## config.mk

```make
export PLATFORM = sky130hd
export DESIGN_NAME = active_fault_code_set_unit
export DESIGN_NICKNAME = d
export VERILOG_FILES = /design/src/design/afcs_pkg.sv /design/src/design/afcs_ctrl.sv /design/src/design/afcs_dp.sv /design/src/design/active_fault_code_set_unit.sv
export SDC_FILE = /design/constraint.sdc
export NUM_CORES = 1
export LEC_CHECK = 0
export BUFFER_PORTS_ARGS = -buffer_cell sky130_fd_sc_hd__buf_4
export CAP_MARGIN = 20
export CORE_MARGIN = 2
export CORE_UTILIZATION = 28
export DETAILED_ROUTE_END_ITERATION = 8
export HOLD_SLACK_MARGIN = 0.1
export SYNTH_ARGS = -nofsm -noshare
export SYNTH_HDL_FRONTEND = slang
export SYNTH_HIERARCHICAL = 1
export SYNTH_SLANG_ARGS = --single-unit
```

## constraint.sdc

```tcl
create_clock -name clk -period 5.66 [get_ports clk]
set_clock_uncertainty 0.05 [all_clocks]
set_input_delay 1.132 -clock clk [delete_from_list [all_inputs] [get_ports clk]]
set_output_delay 1.132 -clock clk [all_outputs]
set_load 0.02 [all_outputs]
```

## src/design/afcs_pkg.sv

```systemverilog
// Shared types and constants for the active fault code set unit.
`default_nettype none

package afcs_pkg;

	// Default number of stored codes.
	localparam int CAPACITY_DEF = 16;

	// Command modes carried in the input transfer.
	localparam logic [1:0] MODE_CLEAR = 2'd0;
	localparam logic [1:0] MODE_SET   = 2'd1;
	localparam logic [1:0] MODE_READ  = 2'd2;

	typedef struct packed {
		logic [1:0]  mode;
		logic [15:0] code;
	} in_t;

	typedef struct packed {
		logic        valid_res;
		logic [15:0] code_res;
		logic [4:0]  entry_count;
		logic        any_active;
		logic        last;
	} out_t;

	// Controller to datapath commands.
	typedef struct packed {
		logic load;
		logic issue;
		logic finish;
	} cmd_t;

	// Datapath to controller status.
	typedef struct packed {
		logic at_end;
	} sts_t;

endpackage

`default_nettype wire

```

## src/design/afcs_ctrl.sv

```systemverilog
// Controller state machine for the active fault code set unit.
`default_nettype none

module afcs_ctrl (
	input  wire logic           clk,
	input  wire logic           arst_n,
	input  wire logic           start,
	input  wire afcs_pkg::sts_t sts,
	output logic                busy,
	output afcs_pkg::cmd_t      cmd
);

	localparam logic [1:0] ST_IDLE = 2'd0;
	localparam logic [1:0] ST_SCAN = 2'd1;
	localparam logic [1:0] ST_FIN  = 2'd2;

	logic [1:0] state_q;
	logic [1:0] state_nx;

	always_comb begin
		state_nx   = state_q;
		cmd.load   = 1'b0;
		cmd.issue  = 1'b0;
		cmd.finish = 1'b0;
		unique case (state_q)
			ST_IDLE: begin
				if (start) begin
					cmd.load = 1'b1;
					state_nx = ST_SCAN;
				end
			end
			ST_SCAN: begin
				// walk every stored entry, one read per cycle
				if (sts.at_end) begin
					state_nx = ST_FIN;
				end else begin
					cmd.issue = 1'b1;
				end
			end
			ST_FIN: begin
				cmd.finish = 1'b1;
				state_nx   = ST_IDLE;
			end
			default: begin
				state_nx = ST_IDLE;
			end
		endcase
	end

	always_ff @(posedge clk or negedge arst_n) begin
		if (!arst_n) begin
			state_q <= ST_IDLE;
		end else begin
			state_q <= state_nx;
		end
	end

	assign busy = (state_q != ST_IDLE);

endmodule

`default_nettype wire

```

## src/design/afcs_dp.sv

```systemverilog
// Datapath of the active fault code set unit: code memory, scan pointer, result register.
`default_nettype none

module afcs_dp #(
	parameter int CAPACITY = afcs_pkg::CAPACITY_DEF
) (
	input  wire logic           clk,
	input  wire logic           arst_n,
	input  wire afcs_pkg::in_t  req,
	input  wire afcs_pkg::cmd_t cmd,
	output afcs_pkg::sts_t      sts,
	output afcs_pkg::out_t      result,
	output logic                strobe
);

	localparam int CW = $clog2(CAPACITY + 1);
	localparam int IW = (CAPACITY > 1) ? $clog2(CAPACITY) : 1;

	logic [15:0]   mem_q [CAPACITY];

	logic [CW-1:0] count_q;
	logic [CW-1:0] ptr_q;
	logic [1:0]    mode_q;
	logic [15:0]   code_q;
	logic          found_q;

	logic          rvld_s1;
	logic [CW-1:0] ridx_s1;
	logic [15:0]   rdata_s1;

	afcs_pkg::out_t result_q;
	logic           strobe_q;

	logic          append;
	logic          remove;
	logic [CW-1:0] count_nx;
	logic          shift_we;
	logic          we;
	logic [CW-1:0] shift_addr;
	logic [IW-1:0] waddr;
	logic [15:0]   wdata;
	logic          rd_last;
	logic          is_read;

	assign is_read = (mode_q == afcs_pkg::MODE_READ);
	assign append  = (mode_q == afcs_pkg::MODE_SET) && !found_q
		&& (count_q < CW'(CAPACITY));
	assign remove  = (mode_q == afcs_pkg::MODE_CLEAR) && found_q;

	always_comb begin
		priority if (append) begin
			count_nx = count_q + CW'(1);
		end else if (remove) begin
			count_nx = count_q - CW'(1);
		end else begin
			count_nx = count_q;
		end
	end

	// after the match, move each later entry down one slot
	assign shift_we   = rvld_s1 && found_q && (mode_q == afcs_pkg::MODE_CLEAR);
	assign shift_addr = ridx_s1 - CW'(1);
	assign we         = shift_we || (cmd.finish && append);
	assign waddr      = shift_we ? shift_addr[IW-1:0] : count_q[IW-1:0];
	assign wdata      = shift_we ? rdata_s1 : code_q;
	assign rd_last    = (CW'(ridx_s1 + CW'(1)) == count_q);

	always_ff @(posedge clk) begin
		if (we) begin
			mem_q[waddr] <= wdata;
		end
		if (cmd.issue) begin
			rdata_s1 <= mem_q[ptr_q[IW-1:0]];
			ridx_s1  <= ptr_q;
		end
		if (cmd.load) begin
			mode_q <= req.mode;
			code_q <= req.code;
		end
	end

	always_ff @(posedge clk or negedge arst_n) begin
		if (!arst_n) begin
			count_q <= '0;
			ptr_q   <= '0;
			found_q <= 1'b0;
			rvld_s1 <= 1'b0;
		end else begin
			rvld_s1 <= cmd.issue;
			if (cmd.load) begin
				ptr_q   <= '0;
				found_q <= 1'b0;
			end else begin
				if (cmd.issue) begin
					ptr_q <= ptr_q + CW'(1);
				end
				if (rvld_s1 && !found_q && !is_read && (rdata_s1 == code_q)) begin
					found_q <= 1'b1;
				end
			end
			if (cmd.finish) begin
				count_q <= count_nx;
			end
		end
	end

	always_ff @(posedge clk) begin
		if (rvld_s1 && is_read) begin
			result_q.valid_res   <= 1'b1;
			result_q.code_res    <= rdata_s1;
			result_q.entry_count <= 5'(count_q);
			result_q.any_active  <= (count_q != '0);
			result_q.last        <= rd_last;
		end else if (cmd.finish) begin
			result_q.valid_res   <= 1'b0;
			result_q.code_res    <= '0;
			result_q.entry_count <= 5'(count_nx);
			result_q.any_active  <= (count_nx != '0);
			result_q.last        <= 1'b1;
		end
	end

	always_ff @(posedge clk or negedge arst_n) begin
		if (!arst_n) begin
			strobe_q <= 1'b0;
		end else begin
			strobe_q <= (rvld_s1 && is_read)
				|| (cmd.finish && !(is_read && (count_q != '0)));
		end
	end

	assign sts.at_end = (ptr_q == count_q);
	assign result     = result_q;
	assign strobe     = strobe_q;

	a_count_only_on_finish: assert property (@(posedge clk) disable iff (!arst_n)
		!cmd.finish |=> $stable(count_q))
		else $error("entry count changed outside finish");

	a_count_bound: assert property (@(posedge clk) disable iff (!arst_n)
		count_q <= CW'(CAPACITY))
		else $error("entry count above capacity");

	a_issue_in_range: assert property (@(posedge clk) disable iff (!arst_n)
		cmd.issue |-> (ptr_q < count_q))
		else $error("read issued past the stored entries");

	a_finish_drained: assert property (@(posedge clk) disable iff (!arst_n)
		cmd.finish |-> !rvld_s1)
		else $error("finish while a read is still in flight");

	a_one_result_source: assert property (@(posedge clk) disable iff (!arst_n)
		(rvld_s1 && is_read) |-> !cmd.finish)
		else $error("readout and status result in the same cycle");

endmodule

`default_nettype wire

```

## src/design/active_fault_code_set_unit.sv

```systemverilog
// Top level of the active fault code set unit.
`default_nettype none

// Ordered set of distinct active fault codes, kept in insertion order.
// Input: a command transfer happens on a rising edge with start high and busy
// low; req carries mode (clear, set, read) and code. busy stays high until the
// command is done, and no new command is taken meanwhile.
// Output: each result is on result for exactly one cycle with strobe high;
// the receiver cannot stall, so every strobe cycle is a transfer.
// Set and clear give one status result (valid_res 0, last 1) with the count
// after the update. Read gives one result per stored code, in order, on
// consecutive cycles, last on the final one; an empty list gives one invalid
// result.
// Timing: every command scans the stored entries through the single read port
// of the code memory, one entry per cycle, and busy stays high through the scan
// and the finish step. Status results appear in the first cycle with busy low;
// each readout result passes the read stage and then the result register.
// Reset: arst_n clears the count, the list is empty afterwards; the code
// memory itself is not cleared, as only entries below the count are read.
module active_fault_code_set_unit #(
	parameter int CAPACITY = afcs_pkg::CAPACITY_DEF
) (
	input  wire logic           clk,
	input  wire logic           arst_n,
	input  wire logic           start,
	input  wire afcs_pkg::in_t  req,
	output logic                busy,
	output afcs_pkg::out_t      result,
	output logic                strobe
);

	afcs_pkg::cmd_t cmd;
	afcs_pkg::sts_t sts;

	// sequence load, scan and finish for each command
	afcs_ctrl u_ctrl (
		.clk    (clk),
		.arst_n (arst_n),
		.start  (start),
		.sts    (sts),
		.busy   (busy),
		.cmd    (cmd)
	);

	// hold the codes, search, shift down on clear, drive the results
	afcs_dp #(
		.CAPACITY (CAPACITY)
	) u_dp (
		.clk    (clk),
		.arst_n (arst_n),
		.req    (req),
		.cmd    (cmd),
		.sts    (sts),
		.result (result),
		.strobe (strobe)
	);

endmodule

`default_nettype wire

```

Word-level counts from Yosys, hierarchy flattened
Memories as Yosys holds them, arrays and structs flattened. A register that Yosys moved wholly into a read port is not among the register bits. Index checks and enable logic that the tools add are counted.

Add/subtract/negate cells: 5. Order comparisons: 1. Equal/unequal tests: 9. Mux-type cells: 20. Reduce and logical (&&, ||, !) cells: 26.

Operator list (count): two-way mux 23 bit (2); two-way mux 5 bit (4); == test 16 bit (1); two-way mux 16 bit (1); adder 5 x 1 -> 5 bit, second input constant (3); logical AND 1 bit (12); == test 5 bit (2); nonzero test 5 bit (2); two-way mux 1 bit (9); nonzero test 2 bit (4); < comparator 5 bit, second input constant (1); subtractor 5 x 1 -> 5 bit, second input constant (1); == test 2 x 1 -> 1 bit, second input constant (2); == test 2 bit, second input constant (2); zero test 2 bit (2); two-way mux 2 bit (2); two-way mux 4 bit (1); != test 2 bit, second input constant (2); one-hot mux 2 bit (2 select lines) (1); subtractor 4 x 1 -> 4 bit, second input constant (1); zero test 1 bit (3); logical OR 1 bit (2); AND reduction 2 bit (1).

Register bits after elaboration: 62. RAM bits: 256. Output and inout bits: 26. Memories kept: 1.

Memory list: u_dp.mem_q (words 16, width 16, read ports 1, clocked after memory_dff 1, write ports 1, line afcs_dp.sv:19) `logic [15:0] mem_q [CAPACITY];`.

Depth between registers and ports, before layout
Gate-level depths: netlist of the first run.

Depth in word-level cells: 7. Depth in mapped cells: 10. Mapped depth without buffers: 7.

Modules after synthesis
Netlist of the first run, hierarchy kept.

By module, submodules not included: afcs_dp (times used 1, cells an instance 727, area an instance 13400.4 um^2, seq. area each 9894.5 um^2); afcs_ctrl (times used 1, cells an instance 11, area an instance 110.1 um^2, seq. area each 50.0 um^2).

Least setup slack after synthesis of the first run
OpenSTA, ideal clock, no wires.

Kind: register to register. Start: reg u_dp.ptr_q[2]. End: reg u_dp.ptr_q[3]. Setup time: 0.155 ns. Arrival time: 3.922 ns. Data required time: 5.455 ns. Setup slack: 1.533 ns. Stages on the path, launching flop included: 10. Path buffers: 3. Period minus slack after synthesis: 4.127 ns. Cell sequence: dfrtp_1 > clkbuf_1 > buf_1 > buf_2 > xor2_1 > nor3_1 > nor3b_1 > nand4_1 > xor2_1 > nor2_1.

RTL lines: start: declaration (line afcs_dp.sv:22) `logic [CW-1:0] ptr_q;`; start signal: assignment (line afcs_dp.sv:95) `ptr_q <= ptr_q + CW'(1);`.

Worst setup path after layout of the first run
Start: reg u_dp.mode_q[1]. End: mem u_dp.mem_q[11][11], enable pin.

Cells in the longest elaborated chain, start to end: 7.

Ends and longest elaborated chain: start: declaration (line afcs_dp.sv:23) `logic [1:0] mode_q;`; start signal: assignment (line afcs_dp.sv:77) `mode_q <= req.mode;`; == test 2 x 1 -> 1 bit (line afcs_dp.sv:46) `assign append = (mode_q == afcs_pkg::MODE_SET) && !found_q`; logical AND 1 bit (line afcs_dp.sv:46); logical AND 1 bit (line afcs_dp.sv:47) `&& (count_q < CW'(CAPACITY));`; logical AND 1 bit (line afcs_dp.sv:63) `assign we = shift_we || (cmd.finish && append);`; logical OR 1 bit (line afcs_dp.sv:63); two-way mux 1 bit (line afcs_dp.sv:69) `if (we) begin`; two-way mux 1 bit (not written as such) (line afcs_dp.sv:70) `mem_q[waddr] <= wdata;`; end: declaration (line afcs_dp.sv:19).

Parallel ways exist; a longest one is shown, timed or not.

==> impl_results.md, run 1 <==
* Status: completed
* Syn_nets at ~770
* Unique cell type count in the Yosys netlist at 58
* Critical path, cell by cell: inv_1 > nand3_1 > nor2_1 > a2bb2oi_1 > nor2_2
* Floorplan row count at 80
* Leak at about 0.005 uW
* Worst VDD drop at 0.000178 V
* Min-delay worst type: in -> async
* Synth warnings at 6
* Post-synthesis xor/xnor area fraction at about 2.5%
* Clk buf depth at 3
* Sequential area share after synthesis at 73.6%
* Initial Util at 28.4%
* Synth Instances at ~740
* Unrepaired setup endpoints after global routing: no
* Drt drc at 0
* Avg Vias per Cell at 4.79
* Mux cell area share after synthesis at between 10% and 20%
* Initial antenna violation count at 0
* Slowest cell on crit path: nor2_2
* Layout cells sized above 1 at 25.4%
* IO Port Bufs at 46
* Final setup margin at 2560 ps
* First-pass GRT wire length at 46600 microns
* Cell area after synthesis at between 10000 and 15000 sq um
* Detailed Routing Iterations Pass 1 at 5
* DP Worst Slack at about 2600 ps
* Synth Flop Type: edfxtp_1
* Num Clock Sinks at 334
* Post-CTS Hold Buffers at 0
* Gr usage total at 12.5%
* Antenna diode instance count at 0
* Count of state elements after synthesis at around 330
* FMAX at 322 MHz
* Final min period at 3100 ps
* Slew of the pin with the lowest slew margin at slightly below 1000 ps
* Fill count at 4525
* Congestion Overflow GR at 0
* Delay-heaviest family, CP: simple AND/OR/NAND/NOR gates
* Post-CTS Setup Inserts at 0
* Vias at 6876
* Syn avg cell area at 18.3 sq um
* CP Capture Type: register
* Setup TNS Final at 0 ps
* Pin count of the biggest net entering global routing at 45
* CP arrival at 3180 ps
* EDFF count, synth at approximately 320
* RePlAce Congestion at slightly above 0.8
* Routed wire length at 31000 microns
* Core ar. at ~48000 sq um
* Avg WL per Cell at ~22 microns
* Clock slew at reported path FFs at approximately 60 ps
* Crit path largest cell delay at approximately 800 ps
* H-Tree Depth at 2
* Root buffer cell: clkbuf_16
* DP Wirelength at 19400 microns
* Adder-cell share of the synthesized area at less than 1%
* Max Cap Violations at 0
* Clk_lat worst skew at between 500 and 600 ps
* Crit path max fanout at 19
* Final Max Tran Viols at 0
* CTS tree: yes
* Area Growth Syn to Fin at 16.7%
* WHS at ~420 ps
* Die extent in y at 224 microns
* Synth async-reset ratio at 4.49%
* DIE AREA at 50000 sq um
* Startpoint types: register
* Power, Total at 7490 uW
* CTS buffer count at 36
* Final setup fails at 0
* Width of the chip at 224 microns
* Hold Fails Final Rpt at 0
* Synth Area in Compound Gates at around 3.3%
* CP bufs+invs at 1
* Vias in the first global route at 7035
* WS Path Type: reg -> reg
* Tcrit/Tclk final at 54.8%
* Placement Cell Area at 14600 sq um
* Final instance area at 15800 sq um
* PD cells at 475 nW/um^2
* Largest family of logic cells by synthesized area: multiplexers
* Post-CTS Resized at 0
* Critical Path RT at approximately 5700 ps
* Nets at 820
* Ports at 47
* Headroom to the max-slew limit at a little over a third
* Initial drt markers at ~670
* Simple-Gate Fraction of Synth Area at 6.15%
* Antenna-violating nets left at 0
-- path summary, 6_finish.rpt --
check	from	cells past startpoint	slack, ps	to
max reg2reg	u_dp/mode_q[1]	5	2560	u_dp/mem_q[11][11]
min	arst_n	1	420	u_ctrl/state_q[1]
max	u_dp/mode_q[1]	5	2560	u_dp/mem_q[11][11]
min in group clk	u_dp/result[23]	2	440	u_dp/result[23]
min reg2reg	u_dp/result[23]	2	440	u_dp/result[23]
max in group asynchronous	arst_n	1	4920	u_dp/ptr_q[0]
-- cell type report --
| cell class | count | area, sq um | area share (%) |
|---|---|---|---|
| clock inverters | 21 | 211 | 1.34 |
| multi-input cells | 354 | 3390 | 21.5 |
| well taps | 615 | 769 | 4.88 |
| repair buffers | 55 | 425 | 2.70 |
| clock buffers | 44 | 972 | 6.17 |
| inverters | 12 | 45.0 | 0.286 |
| flip-flops and latches | 334 | 9950 | 63.1 |
-- cells in the mapped netlist (all sizes together), types with 6 or more instances --
| master | instances | area share [%] |
|---|---|---|
| edfxtp | 318 | 71 |
| mux4 | 64 | 11 |
| nand2 | 54 | 1.5 |
| xnor2 | 31 | 2.0 |
| nor2 | 28 | 0.80 |
| buf | 20 | 0.77 |
| a21oi | 19 | 0.73 |
| mux2i | 19 | 1.4 |
| and2 | 18 | 0.83 |
| clkbuf | 18 | 0.50 |
| nor2b | 18 | 0.83 |
| a211oi | 17 | 0.94 |
| dfrtp | 15 | 2.8 |
| inv | 12 | 0.33 |
| o21ai | 8 | 0.30 |
| xor2 | 8 | 0.52 |
| ha | 6 | 0.56 |
-- placed cells by master (no fill, tap or decap), types with 3 or more instances in the layout --
master,count
edfxtp_1,318
mux4_2,64
buf_4,54
nand2_1,54
clkbuf_16,37
xnor2_1,31
mux2i_1,19
a21oi_1,18
nor2b_1,18
and2_1,18
nor2_2,17
a211oi_1,17
dfrtp_1,12
inv_1,11
nor2_1,11
clkinv_2,8
o21ai_0,8
xor2_1,8
ha_1,6
clkinv_1,5
clkbuf_1,5
nand2b_1,5
nand3_1,5
nand4_1,5
bufinv_16,4
nor3b_1,4
nor3_1,4
nor4_1,3
a32oi_1,3
-- logic make-up (layout without fill, tap and decap cells) --
logic type	count (synthesis)	count (layout)
DFF	334	334
and+or+nand+nor	160	160
muxes	85	85
AOI/OAI and AO/OA	64	64
buffers and inverters	50	132
xor gates and xnor gates	39	39
adders and majority gates	6	6
-- through the flow --
stage / instances / util (%)
after floorplan: 738 / -
after global placement: 1369 / 30.6
after detailed placement: 1369 / 30.6
after CTS: 1434 / 33.1
after global routing: 1435 / 33.1
final: 1435 / 33.1
-- state kept, by name (all words and copies together), names as in the netlist --
signal          cells
u_dp/ptr_q          5
u_dp/rdata_s1      16
u_dp/strobe         1
u_dp/count_q        5
u_dp/mode_q         2
u_ctrl/state_q      2
u_dp/found_q        1
u_dp/rvld_s1        1
u_dp/mem_q        256
u_dp/code_q        16
u_dp/result        24
u_dp/ridx_s1        5
-- where the power goes --
part	leakage [uW]	internal (uW)	switching (uW)
logic	0.00136	773	988
clock network	0.000581	1410	939
registers	0.00309	3060	327
total	0.00503	5240	2250
-- routing by layer --
metal	vias to the layer above	share of wire (%)	global-route usage [%]	wire length (microns)
met3	42	6.9	2.39	2130
met4	0	1.7	3.18	539
met2	242	47	19.9	14600
met5	-	0	0	0
met1	3585	44	17.6	13700
li1	3007	-	-	-
(Power assumes the default switching activity.)
==> run 2, diff against run 1 <==
==> constraint.sdc (replaced) <==
create_clock -name clk -period 3.1 [get_ports clk]
set_clock_uncertainty 0.05 [all_clocks]
set_input_delay 0.62 -clock clk [delete_from_list [all_inputs] [get_ports clk]]
set_output_delay 0.62 -clock clk [all_outputs]
set_load 0.02 [all_outputs]
==> run 2 against run 1 <==
Sequential power up 75%; sequential cell count unchanged; clock power up 60%; largest cell class unchanged; utilization up 0.18 points; non-clock buffer count up 28; register-to-register slack worse by 2300 ps; first-iteration DRC count down 28%; final cell count up 1.5%; critical path type unchanged; via count down 1.3%; highest routed layer unchanged.
==> impl_results.md, run 2 (same netlist as run 1, synthesis figures left out) <==
* PD cells at 823 nW/um^2 (was 475 nW/um^2)
* Slowest cell on crit path: dfrtp_4 (was nor2_2)
* Tcrit/Tclk final at 90.6% (was 54.8%)
* CP most frequent cell: buf_4
* Post-CTS Setup Inserts at 0 (unchanged)
* Initial antenna violation count at 0 (unchanged)
* Hold Fails Final Rpt at 0 (unchanged)
* CTS tree: yes (unchanged)
* Leak at 0.00510 uW (was 0.00503 uW)
* IO Port Bufs at 46 (unchanged)
* Antenna diode instance count at 0 (unchanged)
* Unrepaired setup endpoints after global routing: no (unchanged)
* Sw Share at 29.3% (was 30.1%)
* Most frequent cells in the layout: edfxtp_1, buf_4, mux4_2 (was edfxtp_1, mux4_2, buf_4, nand2_1, clkbuf_16)
* Antenna-violating nets left at 0 (unchanged)
* Detailed Routing Iterations Pass 1 at 5 (unchanged)
* Post-CTS Resized at 0 (unchanged)
* Routed wire length at 27900 microns (was 31000 microns)
* Die extent in y at 224 microns (unchanged)
* CP Capture Type: register (unchanged)
* NetSw at 3820 uW (was 2250 uW)
* RePlAce Congestion at 0.771 (was 0.828)
* Vias at 6785 (was 6876)
* Setup TNS Final at 0 ps (unchanged)
* DP Wirelength at 17400 microns (was 19400 microns)
* CTS buffer count at 34 (was 36)
* Final min period at 2810 ps (was 3100 ps)
* Worst VDD drop at 0.000412 V (was 0.000178 V)
* Fill count at 4519 (was 4525)
* Vias in the first global route at 7100 (was 7035)
* Root buffer cell: clkbuf_16 (unchanged)
* DP Worst Slack at 251 ps (was 2570 ps)
* Clk buf depth at 3 (unchanged)
* Clock slew at reported path FFs at 60 ps (about the same)
* Max Cap Violations at 0 (unchanged)
* Crit path max fanout at 16 (was 19)
* Final Max Tran Viols at 0 (unchanged)
* Initial drt markers at 478 (was 668)
* First-pass GRT wire length at 43000 microns (was 46600 microns)
* Critical Path RT at 3290 ps (was 5740 ps)
* DIE AREA at 50000 sq um (unchanged)
* Num Clock Sinks at 334 (unchanged)
* Final setup fails at 0 (unchanged)
* Slew of the pin with the lowest slew margin at 995 ps (was 976 ps)
* WS Path Type: reg -> reg (unchanged)
* Width of the chip at 224 microns (unchanged)
* Ports at 47 (unchanged)
* Area Growth Syn to Fin at 17.4% (was 16.7%)
* Startpoint types: register (unchanged)
* Crit path largest cell delay at 640 ps (was 800 ps)
* Max reg flops at 256 (unchanged)
* H-Tree Depth at 2 (unchanged)
* Most common cell after layout, fill and taps aside: edfxtp_1 (unchanged)
* Avg Vias per Cell at 4.66 (was 4.79)
* Layout cells sized above 1 at 26.8% (was 25.4%)
* Clk_lat worst skew at 520 ps (about the same)
* Pin count of the biggest net entering global routing at 69 (was 45)
* Drt drc at 0 (unchanged)
* Headroom to the max-slew limit at 33.6% (was 34.8%)
* Congestion Overflow GR at 0 (unchanged)
* Nets at 846 (was 820)
* Floorplan row count at 80 (unchanged)
* Initial Util at 28.4% (unchanged)
* Reg with most FFs: u_dp/mem_q (unchanged)
* FMAX at 356 MHz (was 322 MHz)
* Min-delay worst type: in -> reg (was in -> async)
* Core ar. at 47600 sq um (unchanged)
* Critical path, cell by cell: buf_4 > buf_4 > mux4_2 > nor2b_1 > a211oi_1 > a21oi_1 (was inv_1 > nand3_1 > nor2_1 > a2bb2oi_1 > nor2_2)
* Gr usage total at 11.3% (was 12.5%)
* Clock share of power at 28.7% (was 31.3%)
* Status: completed (unchanged)
* Avg WL per Cell at 19.1 microns (was 21.6 microns)
* Cell Int Power at 9230 uW (was 5240 uW)
* CP arrival at 3000 ps (was 3180 ps)
* Combinational power share at 25.8% (was 23.5%)
* Seq pwr share at 45.4% (was 45.2%)
* Final setup margin at 290 ps (was 2560 ps)
run 2: path summary, 6_finish.rpt:
kind                            startpoint  cells past startpoint                 to  slack (ps)
min reg2reg                u_dp/result[23]                      2    u_dp/result[23]         420
min                                 req[1]                      1     u_dp/code_q[1]         230
max in group asynchronous           arst_n                      2      u_dp/ptr_q[0]        2330
max reg2reg                  u_dp/ptr_q[0]                      6  u_dp/rdata_s1[10]         290
max                          u_dp/ptr_q[0]                      6  u_dp/rdata_s1[10]         290
min in group asynchronous           arst_n                      2    u_dp/count_q[4]         450
run 2: power by group through the flow:
stage | Sequential (uW) | Combinational, uW | Clock [uW]
finish | 5930 | 3370 | 3750
global route | 5990 | 3670 | 4030
CTS | 5940 | 3420 | 3870
detailed placement | 6030 | 3400 | 0
global placement | 6020 | 3380 | 0
floorplan | 5940 | 2370 | 0
run 2: worst max-delay path, delay by kind of cell (launching register included):
kind / cells / cell delay (ps)
AO/OA/AOI/OAI: 2 / 650
buffers and inverters: 2 / 530
flip-flops: 1 / 640
multiplexers: 1 / 510
AND/OR/NAND/NOR: 1 / 140
run 2: repair_timing:
action	CTS	global route
hold buffers	1	0
setup endpoints to repair	0	0
endpoints found under the hold margin	15	0
run 2: cell type report:
class                           instances  area (sq um)  area share (%)
Sequential cell                       334          9950            62.8
Inverter                               12          45.0           0.284
Clock buffer                           42           881            5.56
Timing Repair Buffer                   83           683            4.31
Tap cell                              615           769            4.85
Clock inverter                         17           126           0.797
Multi-Input combinational cell        354          3400            21.4
run 2: layer usage:
| metal | vias to the layer above | wire length, microns | GRT usage [%] |
|---|---|---|---|
| met5 | - | 0 | 0 |
| li1 | 3064 | - | - |
| met1 | 3517 | 12400 | 14.9 |
| met4 | 0 | 501 | 3.23 |
| met3 | 39 | 1260 | 2.07 |
| met2 | 165 | 13700 | 19.2 |
run 2: stage by stage:
stage	std cells	hold slack [ps]	utilization (%)	instance area, sq um	power, uW
floorplan	738	274	-	13500	8310
CTS	1456	205	33.2	15800	13200
global placement	1396	427	31.1	14800	9410
global route	1457	212	33.3	15900	13700
finish	1457	228	33.3	15900	13100
detailed placement	1396	417	31.1	14800	9440
==> run 3, diff against run 2 <==
--- a/config.mk
+++ b/config.mk
@@ -7,10 +7,13 @@
 export LEC_CHECK = 0
 export BUFFER_PORTS_ARGS = -buffer_cell sky130_fd_sc_hd__buf_4
 export CAP_MARGIN = 20
+export CELL_PAD_IN_SITES_DETAIL_PLACEMENT = 1
+export CELL_PAD_IN_SITES_GLOBAL_PLACEMENT = 1
 export CORE_MARGIN = 2
 export CORE_UTILIZATION = 28
 export DETAILED_ROUTE_END_ITERATION = 8
 export HOLD_SLACK_MARGIN = 0.1
+export PLACE_DENSITY_LB_ADDON = 0.1
 export SYNTH_ARGS = -nofsm -noshare
 export SYNTH_HDL_FRONTEND = slang
 export SYNTH_HIERARCHICAL = 1
==> run 3 against run 2 <==
Register-to-register slack hardly changed; critical endpoint is now u_dp/mem_q[2][4]; total power grew 7.5%; die area stayed put; final cell count is 1.5% higher; maximum frequency decreased by 0.45%; setup slack worse by 13 ps; utilization rose by 0.60 points.
==> impl_results.md, run 3 (same netlist as run 1, synthesis figures left out) <==
* Avg Vias per Cell at 4.65 (was 4.66)
* Vias in the first global route at 7460 (was 7100)
* Antenna-violating nets left at 0 (unchanged)
* PD cells at 869 nW/um^2 (was 823 nW/um^2)
* Most common cell after layout, fill and taps aside: edfxtp_1 (unchanged)
* Tcrit/Tclk final at 91.1% (was 90.6%)
* DP Wirelength at 22200 microns (was 17400 microns)
* Clk_lat worst skew at 550 ps (was 520 ps)
* Final Max Tran Viols at 0 (unchanged)
* Detailed Routing Iterations Pass 1 at 4 (was 5)
* Drt drc at 0 (unchanged)
* Crit path max fanout at 16 (unchanged)
* Nets at 862 (was 846)
* Root buffer cell: clkbuf_16 (unchanged)
* Worst reg-to-reg setup slack at 280 ps (was 290 ps)
* Worst Hold Launch: req[12] (was req[1])
* Unrepaired setup endpoints after global routing: no (unchanged)
* CTS tree: yes (unchanged)
* Num Clock Sinks at 334 (unchanged)
* Final instance count without filler cells at 1479 (was 1457)
* FMAX at 354 MHz (was 356 MHz)
* Max Cap Violations at 0 (unchanged)
* Final Util at 33.9% (was 33.3%)
* Clk buf depth at 3 (unchanged)
* Antenna diode instance count at 0 (unchanged)
* RePlAce Congestion at 0.745 (was 0.771)
* Min-delay worst type: in -> reg (unchanged)
* Cell Int Power at 9790 uW (was 9230 uW)
* Avg WL per Cell at 22.7 microns (was 19.1 microns)
* First-pass GRT wire length at 50400 microns (was 43000 microns)
* Reg with most FFs: u_dp/mem_q (unchanged)
* Slew of the pin with the lowest slew margin at 994 ps (was 995 ps)
* R2r worst-path depth at 6 (unchanged)
* Post-CTS Hold Buffers at 1 (unchanged)
* RR Startpoint: u_ctrl/state_q[0] (was u_dp/ptr_q[0])
* Routed wire length at 33600 microns (was 27900 microns)
* Headroom to the max-slew limit at 33.7% (was 33.6%)
* CP arrival at 2940 ps (was 3000 ps)
* Gr usage total at 13.8% (was 11.3%)
* CTS buffer count at 40 (was 34)
* Congestion Overflow GR at 0 (unchanged)
* IO Port Bufs at 46 (unchanged)
* Most frequent cells in the layout: edfxtp_1, buf_4, mux4_2 (unchanged)
* Initial antenna violation count at 0 (unchanged)
* Inst Count DP at 1407 (was 1396)
* Combinational power share at 25.4% (was 25.8%)
* Hold depth at 1 (unchanged)
* Startpoint types: register (unchanged)
* H-Tree Depth at 2 (unchanged)
* Floorplan row count at 80 (unchanged)
* Ports at 47 (unchanged)
* Final min period at 2820 ps (was 2810 ps)
* Worst VDD drop at 0.000319 V (was 0.000412 V)
* Critical Path RT at 3210 ps (was 3290 ps)
* Vias at 6875 (was 6785)
* WHS at 206 ps (was 228 ps)
* Die extent in y at 224 microns (unchanged)
* Post-CTS Resized at 0 (unchanged)
* Area Growth Syn to Fin at 19.5% (was 17.4%)
* Setup TNS Final at 0 ps (unchanged)
* NetSw at 4240 uW (was 3820 uW)
* Final setup fails at 0 (unchanged)
* Max reg flops at 256 (unchanged)
* Seq pwr share at 43.1% (was 45.4%)
* Status: completed (unchanged)
* DIE AREA at 50000 sq um (unchanged)
* Leak at 0.00525 uW (was 0.00510 uW)
* Width of the chip at 224 microns (unchanged)
* Crit Reg-Reg Endpoint: u_dp/mem_q[2][4] (was u_dp/rdata_s1[10])
* Layout cells sized above 1 at 28.0% (was 26.8%)
* Pin count of the biggest net entering global routing at 69 (unchanged)
* Post-CTS Setup Inserts at 0 (unchanged)
* DP Worst Slack at 259 ps (was 251 ps)
* Final setup margin at 277 ps (was 290 ps)
* Hold Fails Final Rpt at 0 (unchanged)
* Core ar. at 47600 sq um (unchanged)
* Initial drt markers at 350 (was 478)
* Hold EP: u_dp/code_q[12] (was u_dp/code_q[1])
* Clock slew at reported path FFs at 60 ps (about the same)
* Clock share of power at 31.5% (was 28.7%)
* Sw Share at 30.2% (was 29.3%)
* WS Path Type: reg -> reg (unchanged)
* Initial Util at 28.4% (unchanged)
* CP Capture Type: register (unchanged)
-- run 3: routing by layer --
metal | part of all wire (%) | track usage (%) | wire length (microns)
met3 | 3.4 | 2.56 | 1140
met5 | 0 | 0 | 0
met1 | 48 | 19.4 | 16200
met2 | 46 | 21.9 | 15500
met4 | 2.2 | 3.70 | 737
-- run 3: layout make-up --
type	instances	area, sq um
fillers	4775	31500
flip-flops and latches	334	9950
multi-input cells	354	3400
clock buffers	47	1030
well taps	615	769
repair buffers	93	751
clock inverters	24	199
inverters	12	45.0
-- run 3: critical path: stages (launching register included) --
cell     delay (ps)
dfrtp_1         430
and2b_1         260
nor2b_1         210
and3_1          260
o21a_1          160
a32oi_1         180
nor2_2          860
-- run 3: how the worst max path moves through the flow --
stage,from,endpoint,cells after the start
2_1_floorplan,u_dp/ptr_q[2],u_dp/ptr_q[3],9
3_3_place_gp,u_ctrl/state_q[0],u_dp/mem_q[2][8],6
3_5_place_dp,u_ctrl/state_q[0],u_dp/mem_q[2][8],6
4_1_cts,u_ctrl/state_q[0],u_dp/mem_q[2][15],6
5_1_grt,u_ctrl/state_q[0],u_dp/mem_q[2][15],6
6_report,u_ctrl/state_q[0],u_dp/mem_q[2][4],6
-- run 3: stage by stage --
| stage | total power, uW | instance area [sq um] |
|---|---|---|
| final | 14000 | 16100 |
| after global routing | 14700 | 16100 |
| after CTS | 14300 | 16100 |
| after detailed placement | 9790 | 14900 |
| after global placement | 9750 | 14900 |
| after floorplan | 8310 | 13500 |
-- run 3: power groups by stage --
stage | Sequential (uW) | Clock (uW) | Combinational [uW]
floorplan | 5940 | 0 | 2370
global placement | 6150 | 0 | 3600
detailed placement | 6160 | 0 | 3630
CTS | 6070 | 4570 | 3640
global route | 6120 | 4730 | 3870
finish | 6050 | 4420 | 3560
